File: config.mk
export PLATFORM = sky130hd
export DESIGN_NAME = mavg_ctrl
export DESIGN_NICKNAME = d
export VERILOG_FILES = /design/src/hw/rtl/mavg_pkg.sv /design/src/hw/rtl/mavg_ctrl.sv
export SDC_FILE = /design/constraint.sdc
export NUM_CORES = 1
export LEC_CHECK = 0
export CAP_MARGIN = 40
export CORE_AREA = 2 2 39 41
export DETAILED_ROUTE_END_ITERATION = 6
export DIE_AREA = 0 0 41 43
export DONT_BUFFER_PORTS = 1
export GPL_ROUTABILITY_DRIVEN = 0
export PLACE_DENSITY_LB_ADDON = 0.3
export SLEW_MARGIN = 20
export SYNTH_ARGS = -nofsm -noshare
export SYNTH_HDL_FRONTEND = slang
export SYNTH_SLANG_ARGS = --single-unit
File: constraint.sdc
create_clock -name clk -period 1.4 [get_ports clk]
set_input_delay 0.28 -clock clk [delete_from_list [all_inputs] [get_ports clk]]
set_output_delay 0.28 -clock clk [all_outputs]
set_load 0.03 [all_outputs]
File: src/hw/rtl/mavg_pkg.sv
// Shared widths, defaults and controller/datapath interface types for the moving average.
package mavg_pkg;

  localparam int SAMPLE_W       = 48;
  localparam int SUM_W          = 56;
  localparam int WLEN_W         = 8;
  localparam int DEF_MAX_WINDOW = 128;
  localparam int CNT_W          = $clog2(SUM_W);

  // Commands from the controller to the datapath
  typedef struct packed {
    logic clear;      // config write: load window length, clear history
    logic accept;     // input transaction: write ring, add sample
    logic evict;      // subtract the evicted ring entry
    logic div_start;  // load the divider with |sum|
    logic div_step;   // one restoring-division step
    logic load_out;   // drive the quotient into the output register
  } cmd_t;

  // Status from the datapath to the controller
  typedef struct packed {
    logic div_last;   // current division step is the final one
  } sts_t;

endpackage

File: src/hw/rtl/mavg_ctrl.sv
// Sequencer for the moving average: handshakes and command generation.
module mavg_ctrl (
  input  logic            clk,
  input  logic            rst_n,
  input  logic            in_valid,
  output logic            in_stall,
  output logic            out_valid,
  input  logic            out_stall,
  input  logic            cfg_valid,
  output logic            cfg_ready,
  output mavg_pkg::cmd_t  cmd,
  input  mavg_pkg::sts_t  sts
);
  import mavg_pkg::*;

  typedef enum logic [2:0] {
    IDLE,
    EVICT,
    LOAD,
    DIV,
    DONE
  } state_t;

  state_t state_r, state_nxt;
  logic   out_valid_r, out_valid_nxt;
  logic   out_free;

  // Output register can take a new result when empty or being drained
  assign out_free = !out_valid_r || !out_stall;

  // Decode next state and commands
  always_comb begin
    state_nxt     = state_r;
    out_valid_nxt = out_valid_r;
    cmd           = '0;
    if (out_valid_r && !out_stall) begin
      out_valid_nxt = 1'b0;
    end
    unique case (state_r)
      IDLE: begin
        cmd.clear = cfg_valid;
        if (in_valid && !cfg_valid) begin
          cmd.accept = 1'b1;
          state_nxt  = EVICT;
        end
      end
      EVICT: begin
        cmd.evict = 1'b1;
        state_nxt = LOAD;
      end
      LOAD: begin
        cmd.div_start = 1'b1;
        state_nxt     = DIV;
      end
      DIV: begin
        cmd.div_step = 1'b1;
        if (sts.div_last) begin
          state_nxt = DONE;
        end
      end
      DONE: begin
        if (out_free) begin
          cmd.load_out  = 1'b1;
          out_valid_nxt = 1'b1;
          state_nxt     = IDLE;
        end
      end
      default: state_nxt = IDLE;
    endcase
  end

  // Hold state and the output valid flag
  always_ff @(posedge clk) begin
    if (!rst_n) begin
      state_r     <= IDLE;
      out_valid_r <= 1'b0;
    end else begin
      state_r     <= state_nxt;
      out_valid_r <= out_valid_nxt;
    end
  end

  assign in_stall  = (state_r != IDLE) || cfg_valid;
  assign cfg_ready = (state_r == IDLE);
  assign out_valid = out_valid_r;

endmodule

* Yosys cells after proc, flatten, opt, wreduce, memory -nomap -nowiden
Cells that the tools add are included.
** Word-level totals
- Flip-flop bits (word level) :: 4
- Bits of input ports :: 6
- Output and inout port bits :: 9
- Word-level logic and storage cells :: 33
** Operators by class
- Equality and inequality tests :: 7
- Muxes and demuxes :: 14
- Reductions and logical operators :: 10
** Operators with widths (number)
- 3-bit one-hot mux with 5 select lines :: 1
- 1-bit two-way mux :: 9
- 3-bit two-way mux :: 3
- 3-bit by 2-bit == test with 1-bit output, second input constant :: 2
- 2-bit != test, second input constant :: 2
- 3-bit by 1-bit == test with 1-bit output, second input constant :: 1
- 3-bit == test, second input constant :: 1
- 1-bit logical NOT :: 3
- 3-bit logical NOT :: 1
- 3-bit AND reduction :: 1
- 3-bit nonzero test :: 1
- 1-bit logical AND :: 2
- 1-bit logical OR :: 2
- 2-bit two-way mux :: 1
- 2-bit by 1-bit != test with 1-bit output, second input constant :: 1

* Depth between registers and ports, before layout
Gate-level depths: netlist (run 1).
- Depth after elaboration :: 5
- Mapped depth :: 3
- Mapped depth without buffers :: 2

* Worst setup path before layout (run 1)
Ideal clock, no wire load.
- Path kind :: register to output
- Start point :: register state_r[0]
- End point :: output port cmd[4] (netlist bit)
- Arrival time :: 1622 ps
- Required time :: 1120 ps
- Path slack :: -502 ps
- Stages on the path, launching flop included :: 4
- Path buffers :: 1
- Path through :: dfxtp_1 buf_6 nor3_1 and3b_2
** RTL lines
- start: declaration :: line mavg_ctrl.sv:24 : state_t state_r, state_nxt;
- start signal: assignment :: line mavg_ctrl.sv:78 : state_r <= state_nxt;
- end: declaration :: line mavg_ctrl.sv:11 : output mavg_pkg::cmd_t cmd,

==> impl_metrics.ini, run 1 <==
[outcome]
status = finished, violations left
failed_checks = setup timing

[grt]
grt_pass1_vias = 264
globalRouteMet3Util_pct = 3.14
grt.met2_usage_pct = 13.4
largest_net_degree_at_the_start_of_global_routing = 9
gr-max-usage-layer = met2
grt_antenna_before_repair = 0
wire_length_of_the_first_global_routing_pass_um = 1020
gr-usage-met1_pct = 8.74
grtUsageTotal_pct = 9.15
remaining_global_route_overflow = 0

[final_layout]
layout-drive-gt1-share_pct = 70.0
antenna_cells = 0
syn2layout_area_growth_pct = 61.7
design_area_um2 = 407
num-nets-final = 48

[drt]
viasPerCell = 4.36
detailedRoute.firstIterationViolations = 4
route.antenna.remaining_nets = 0
drt_wl_total_um = 575
overall_via_count_from_detail_route = 244
wl_per_cell_um = 10.3
post-route-drc-count = 0
detail_route.first_pass.iterations = 4

[clocking]
cts_max_path_buffers = 2
clk_pin_slew_worst_paths_ns = 0.04
tritoncts.num_buffers = 3
cts_tree = yes
htree_levels = 1
clk_root_buffer_cell = sky130_fd_sc_hd__clkbuf_4
cts_hold_buf = 0
clock_insertion_delay_worst_skew_ns = 0.23
clock_sinks = 4

[power_and_ir_drop]
power_per_cell_area_nw_per_um2 = 963
power.switching_mw = 0.117
static-leakage-power_nw = 0.180
power.internal_mw = 0.275
sw_frac_of_total_pct = 29.8
power.clock.fraction_pct = 35.9
seq_power_share_pct = 31.8
power.ir.vdd_worst_mv = 0.264
combPwrFrac_pct = 32.3

[placement]
port_buffers = 0
postPlaceCellArea_um2 = 338
preCtsSetupSlack_ns = 0.140
place_hpwl_um = 418

[timing]
clock_skew_ns = 0.000983
slew-limit-headroom_pct = 70.7
clock.fmax_ghz = 0.679
hold_vio_cnt_final = 0
drv_slew = 0
final_min_period_over_clock_period_pct = 105
setup_viol = 3
unrepaired_setup_endpoints_after_global_routing = true
worst_slew_pin_slew_ns = 0.439
period_needed_ns = 1.47
worst_slack_ns = -0.0724

[worst_setup_path]
critical_path_s_largest_stage_delay_ns = 0.31
critical_path_peak_fanout = 4
timing_worst_setup_path_type = reg -> out
critical_path_required_ns = 1.12
cp-start-kind = flop
critical_path_arrival_ns = 1.19
crit_path_cell_trace = buf_6 -> nor3_4 -> and3b_2
critPathCaptureType = output port
critical_path.slowest_cell = sky130_fd_sc_hd__dfxtp_2
cp.buffers_inverters = 1
critical-path-top-delay-family = simple AND/OR/NAND/NOR gates

[die]
rows = 14
die_area_um2 = 1760
initial_utilization_pct = 18.2
die_h_um = 43
die_w_um = 41
core_region_area_um2 = 1380
floorplan.io_pins = 15

[synthesis]
syn_inst = 28
syn-mean-instance-area_um2 = 8.98
synth_sequential_area_ratio_pct = 31.8
yosysUniqueCellTypes = 20
summed_instance_area_of_the_synthesized_netlist_um2 = 251
synth_seq_cells = 4
synth_nets = 34
synth.yosys.warnings = 0

[worst_hold_path]
timing.hold.worst.class = in -> reg

[job]
cap_viol_max_count = 0
==> power groups by stage <==
stage	logic, mW	registers, mW	clock network (mW)
finish	0.126	0.125	0.140
global route	0.136	0.125	0.165
CTS	0.127	0.125	0.151
detailed placement	0.108	0.125	0
global placement	0.109	0.124	0
floorplan	0.0797	0.128	0
==> repair_timing <==
item                       4_1_cts  5_1_grt
pin swaps                        3        0
setup endpoints to repair        4        7
buffers inserted                 4        0
gates resized for setup          7        0
hold endpoints to repair         0        0
==> registers in the layout (all words and copies together) (netlist names) <==
signal,flops
out_valid,1
state_r,3
==> kinds of logic after synthesis <==
logic type,synth area share (%)
simple gates,45.3
compound gates,13.9
flops,31.8
buf+inv,8.95
==> worst reg2reg max path, cell delays in order (launching register included) <==
cell	delay, ns
sky130_fd_sc_hd__dfxtp_2	0.31
sky130_fd_sc_hd__buf_6	0.12
sky130_fd_sc_hd__buf_4	0.13
sky130_fd_sc_hd__or3b_1	0.37
sky130_fd_sc_hd__a21oi_1	0.14
==> per-layer routing <==
layer  vias up  routed length, um
li1        125                  -
met1       116                201
met2         3                361
met3         0                 12
met4         0                  0
met5         -                  0
==> metrics by stage <==
stage	cells	util, %	power, mW	TNS, ns	hold slack (ns)
6_report	56	29.4	0.391	-0.148	0.191
5_1_grt	56	29.4	0.426	-0.552	0.187
4_1_cts	56	29.4	0.403	-0.206	0.180
3_5_place_dp	49	24.4	0.233	0	0.432
3_3_place_gp	49	24.4	0.233	0	0.425
2_1_floorplan	28	-	0.208	0	0.420
==> placed cells by master, fill, tap and decap left out, types with 2 or more instances in the layout <==
cell and instances:
sky130_fd_sc_hd__dfxtp_2 3, sky130_fd_sc_hd__nand2b_1 2, sky130_fd_sc_hd__and3b_2 2, sky130_fd_sc_hd__buf_4 8
sky130_fd_sc_hd__nor3b_2 2, sky130_fd_sc_hd__buf_6 3, sky130_fd_sc_hd__clkbuf_4 3
==> path summary, 6_finish.rpt <==
check                                              from                 endpoint  slack (ns)  depth (start not counted)
worst max-delay path            state_r[0]$_SDFFE_PN0P_                   cmd[4]       -0.07                          3
worst min register to register  state_r[2]$_SDFFE_PN0P_  state_r[0]$_SDFFE_PN0P_        0.53                          2
worst max register to register  state_r[0]$_SDFFE_PN0P_  state_r[0]$_SDFFE_PN0P_        0.26                          4
worst min-delay path                          out_stall     out_valid$_SDFF_PN0_        0.19                          2
==> area by class of cell <==
type / instances / area [um^2]
fill: 150 / 977
multi-input combinational: 21 / 183
timing repair buffer: 11 / 93.8
sequential: 4 / 83.8
clock buffer: 3 / 22.5
tap: 16 / 20.0
inverter: 1 / 3.75
==> cells in the mapped netlist, drive strengths merged <==
library cell	number	share of area, %
and2	1	3.0
inv	1	1.5
nand2b	2	5.0
and3	1	3.0
a21oi	3	7.5
a21bo	1	4.0
nor2	1	1.5
nand3	1	2.0
nand4b	1	3.5
nor3b	2	6.0
dfxtp	4	32
or3b	2	8.0
nand2	1	1.5
nor3	2	4.0
and3b	2	8.0
o22ai	1	2.5
buf	2	7.5
No activity file was read; power rests on OpenSTA's default activity.
==> inputs of run 2 (changes only) <==
--- a/config.mk
+++ b/config.mk
@@ -12,6 +12,7 @@
 export DONT_BUFFER_PORTS = 1
 export GPL_ROUTABILITY_DRIVEN = 0
 export PLACE_DENSITY_LB_ADDON = 0.3
+export SKIP_LAST_GASP = 1
 export SLEW_MARGIN = 20
 export SYNTH_ARGS = -nofsm -noshare
 export SYNTH_HDL_FRONTEND = slang
==> impl_metrics.ini, run 2 (synthesis gave the netlist of run 1 again) <==
[grt]
remaining_global_route_overflow = 0
grt_pass1_vias = 262
wire_length_of_the_first_global_routing_pass_um = 1020
grtUsageTotal_pct = 9.15
grt_antenna_before_repair = 0
largest_net_degree_at_the_start_of_global_routing = 9

[die]
die_area_um2 = 1760
die_h_um = 43
initial_utilization_pct = 18.2
die_w_um = 41
core_region_area_um2 = 1380
floorplan.io_pins = 15
rows = 14

[drt]
viasPerCell = 4.36
route.antenna.remaining_nets = 0
drt_wl_total_um = 573
detailedRoute.firstIterationViolations = 4
wl_per_cell_um = 10.2
overall_via_count_from_detail_route = 244
post-route-drc-count = 0
detail_route.first_pass.iterations = 4

[final_layout]
largest_register_ffs = 3
regArea_um2 = 83.8
fillers = 150
antenna_cells = 0
mostFrequentLayoutCells = sky130_fd_sc_hd__buf_4 (8), sky130_fd_sc_hd__clkbuf_4 (3), sky130_fd_sc_hd__buf_6 (3), sky130_fd_sc_hd__dfxtp_2 (3)
largest-register = state_r
syn2layout_area_growth_pct = 61.7
stdcell_count = 56
design_area_um2 = 407
layout_commonest_cell = sky130_fd_sc_hd__buf_4
num-nets-final = 48
layout-drive-gt1-share_pct = 70.0
multi_input_comb_area_um2 = 183

[clocking]
cts_hold_buf = 0
clk_pin_slew_worst_paths_ns = 0.04
tritoncts.num_buffers = 3
clk_root_buffer_cell = sky130_fd_sc_hd__clkbuf_4
clock_sinks = 4
htree_levels = 1
cts_tree = yes
clock_insertion_delay_worst_skew_ns = 0.23
cts_max_path_buffers = 2

[placement]
place_hpwl_um = 418
preCtsSetupSlack_ns = 0.140
port_buffers = 0
dp.cells = 49
postPlaceCellArea_um2 = 338

[job]
cap_viol_max_count = 0

[outcome]
failed_checks = setup timing
status = finished, violations left

[timing]
slew-limit-headroom_pct = 70.7
final.hold.worst_slack_ns = 0.191
final_min_period_over_clock_period_pct = 105
worst_slack_ns = -0.0740
setup_viol = 3
drv_slew = 0
clock.fmax_ghz = 0.678
hold_vio_cnt_final = 0
unrepaired_setup_endpoints_after_global_routing = true
period_needed_ns = 1.47
worst_slew_pin_slew_ns = 0.439
clock_skew_ns = 0.000983

[worst_setup_path]
critical_path_arrival_ns = 1.19
critical_path_peak_fanout = 2
critical_path_required_ns = 1.12
critPathCaptureType = output port
cp-start-kind = flop
timing_worst_setup_path_type = reg -> out

[worst_hold_path]
timing.hold.worst.class = in -> reg

[power_and_ir_drop]
power_per_cell_area_nw_per_um2 = 963
static-leakage-power_nw = 0.180
power.ir.vdd_worst_mv = 0.264
[run 2: cell counts in the layout (fill, tap and decap cells not counted)]
No cell type changed its count.
[run 2: worst paths after layout]
path                           start                       to  slack [ns]  cells past startpoint
min reg2reg  state_r[2]$_SDFFE_PN0P_  state_r[0]$_SDFFE_PN0P_        0.53                      2
max          state_r[0]$_SDFFE_PN0P_                   cmd[0]       -0.07                      2
min                        out_stall     out_valid$_SDFF_PN0_        0.19                      2
max reg2reg  state_r[0]$_SDFFE_PN0P_  state_r[0]$_SDFFE_PN0P_        0.26                      4
[run 2: critical path, stage by stage (launching register included)]
cell and delay, ns:
sky130_fd_sc_hd__dfxtp_2 0.31, sky130_fd_sc_hd__or3b_4 0.41, sky130_fd_sc_hd__a21oi_4 0.24
[run 2: report_power, final]
group          leakage [nW]  switching [mW]  internal (mW)
combinational         0.132          0.0683         0.0582
sequential           0.0338         0.00374          0.121
clock                0.0138          0.0447         0.0957
[run 2: metrics by stage]
stage	TNS [ns]	util (%)	total power [mW]
finish	-0.151	29.4	0.391
global route	-0.553	29.4	0.426
CTS	-0.208	29.3	0.402
detailed placement	0	24.4	0.233
global placement	0	24.4	0.233
floorplan	0	-	0.208
[run 2: area by class of cell]
| cell class | instances | area share (%) |
|---|---|---|
| Sequential cell | 4 | 20.6 |
| Tap cell | 16 | 4.92 |
| Multi-Input combinational cell | 21 | 44.9 |
| Clock buffer | 3 | 5.54 |
| Timing Repair Buffer | 11 | 23.1 |
| Inverter | 1 | 0.923 |
[run 2: routing by layer]
layer	global-route usage (%)	wire (um)	part of all wire, %
met5	0	0	0
met4	10.0	0	0
met3	3.14	12	2.1
met2	13.4	362	63
met1	8.74	198	35
[run 2: timing repair]
| item | 4_1_cts | 5_1_grt |
|---|---|---|
| pin swaps | 3 | 1 |
| resized for setup | 6 | 1 |
| setup endpoints to repair | 4 | 7 |
| cloned | 0 | 0 |
| buffers inserted | 4 | 0 |
==> inputs of run 3 (changes only) <==
--- a/config.mk
+++ b/config.mk
@@ -7,6 +7,7 @@
 export LEC_CHECK = 0
 export CAP_MARGIN = 40
 export CORE_AREA = 2 2 39 41
+export CTS_BUF_LIST = sky130_fd_sc_hd__clkbuf_16
 export DETAILED_ROUTE_END_ITERATION = 6
 export DIE_AREA = 0 0 41 43
 export DONT_BUFFER_PORTS = 1
==> constraint.sdc (replaced) <==
create_clock -name clk -period 1.9 [get_ports clk]
set_input_delay 0.38 -clock clk [delete_from_list [all_inputs] [get_ports clk]]
set_output_delay 0.38 -clock clk [all_outputs]
set_load 0.03 [all_outputs]
==> impl_metrics.ini, run 3 (synthesis gave the netlist of run 1 again) <==
[grt]
grt_antenna_before_repair = 0
grt_pass1_vias = 203
largest_net_degree_at_the_start_of_global_routing = 11
wire_length_of_the_first_global_routing_pass_um = 779
grtUsageTotal_pct = 6.93
remaining_global_route_overflow = 0

[worst_hold_path]
hold_path_depth = 2
hp-start = rst_n
timing.hold.worst.class = in -> reg

[timing]
slew-limit-headroom_pct = 73.8
setup_viol = 0
drv_slew = 0
clock.fmax_ghz = 0.565
unrepaired_setup_endpoints_after_global_routing = false
totalNegativeSetupSlack_ns = 0
final_min_period_over_clock_period_pct = 93.1
hold_vio_cnt_final = 0
clock_skew_ns = 0.000824
worst_slew_pin_slew_ns = 0.393
final.hold.worst_slack_ns = 0.302
period_needed_ns = 1.77

[clocking]
ctsResizeCount = 0
htree_levels = 1
cts_max_path_buffers = 2
clock_sinks = 4
postCtsSetupBuffers = 0
clock_insertion_delay_worst_skew_ns = 0.22
tritoncts.num_buffers = 3
cts_hold_buf = 0
clk_pin_slew_worst_paths_ns = 0.03
clk_root_buffer_cell = sky130_fd_sc_hd__clkbuf_16
cts_tree = yes

[worst_setup_path]
critical_path.reg2reg.startpoint = state_r[2]$_SDFFE_PN0P_
cp-start-kind = flop
critical_path_arrival_ns = 1.39
critPathCaptureType = output port
ff2ff_path_depth = 2
timing_worst_setup_path_type = reg -> out
critical_path_peak_fanout = 7
timing.critical_path.from = state_r[2]$_SDFFE_PN0P_
critical_path_required_ns = 1.52

[die]
initial_utilization_pct = 18.2
die_w_um = 41
core_region_area_um2 = 1380
rows = 14
die_h_um = 43
floorplan.io_pins = 15
die_area_um2 = 1760

[final_layout]
largest_register_ffs = 3
syn2layout_area_growth_pct = 44.3
antenna_cells = 0
mostFrequentLayoutCells = sky130_fd_sc_hd__dfxtp_1 (4), sky130_fd_sc_hd__buf_4 (4), sky130_fd_sc_hd__clkbuf_16 (3)
largest-register = state_r
layout-drive-gt1-share_pct = 45.5
num-nets-final = 41
fillers = 150

[drt]
drt_wl_total_um = 550
detail_route.first_pass.iterations = 2
viasPerCell = 4.35
post-route-drc-count = 0
detailedRoute.firstIterationViolations = 3
route.antenna.remaining_nets = 0
wl_per_cell_um = 11.2
overall_via_count_from_detail_route = 213

[outcome]
status = finished clean

[power_and_ir_drop]
power.ir.vdd_worst_mv = 0.312
static-leakage-power_nw = 0.151
power_per_cell_area_nw_per_um2 = 1330

[placement]
port_buffers = 0

[job]
cap_viol_max_count = 0
-- run 3: through the flow --
step / area, um^2 / power, mW / util, % / instances / worst slack (ns)
3_3_place_gp: 288 / 0.158 / 20.8 / 46 / 0.421
2_1_floorplan: 256 / 0.149 / - / 28 / 0.233
3_5_place_dp: 288 / 0.159 / 20.8 / 46 / 0.359
6_report: 363 / 0.481 / 26.2 / 49 / 0.131
5_1_grt: 363 / 0.500 / 26.2 / 49 / 0.0435
4_1_cts: 363 / 0.489 / 26.2 / 49 / 0.122
-- run 3: area by class of cell --
cell class                      count  area, um^2  share of cell area [%]
Clock buffer                        3        75.1                    20.7
Inverter                            1        3.75                    1.03
Multi-Input combinational cell     21         154                    42.4
Sequential cell                     4        80.1                    22.1
Tap cell                           16        20.0                    5.52
Timing Repair Buffer                4        30.0                    8.28
-- run 3: worst max-delay path, stage by stage, from the launching register on --
cell,delay (ns)
sky130_fd_sc_hd__dfxtp_1,0.41
sky130_fd_sc_hd__or3b_4,0.42
sky130_fd_sc_hd__a21oi_1,0.15
sky130_fd_sc_hd__buf_4,0.18
-- run 3: where the power goes --
group          total [mW]  switching (mW)  internal (mW)
clock network       0.324          0.0554          0.269
registers          0.0966         0.00814         0.0885
logic              0.0605          0.0391         0.0213
-- run 3: worst paths after layout --
path                        endpoint  slack, ns
max                           cmd[0]       0.13
min             out_valid$_SDFF_PN0_       0.30
max reg2reg     out_valid$_SDFF_PN0_       0.87
min reg2reg  state_r[1]$_SDFFE_PN0P_       0.59
-- run 3: layer usage --
| metal | vias to the layer above | GRT usage (%) | part of all wire (%) |
|---|---|---|---|
| met5 | - | 0 | 0 |
| met3 | 0 | 1.57 | 3.3 |
| met4 | 0 | 8.00 | 0 |
| met2 | 3 | 9.69 | 58 |
| li1 | 109 | - | - |
| met1 | 101 | 7.40 | 39 |
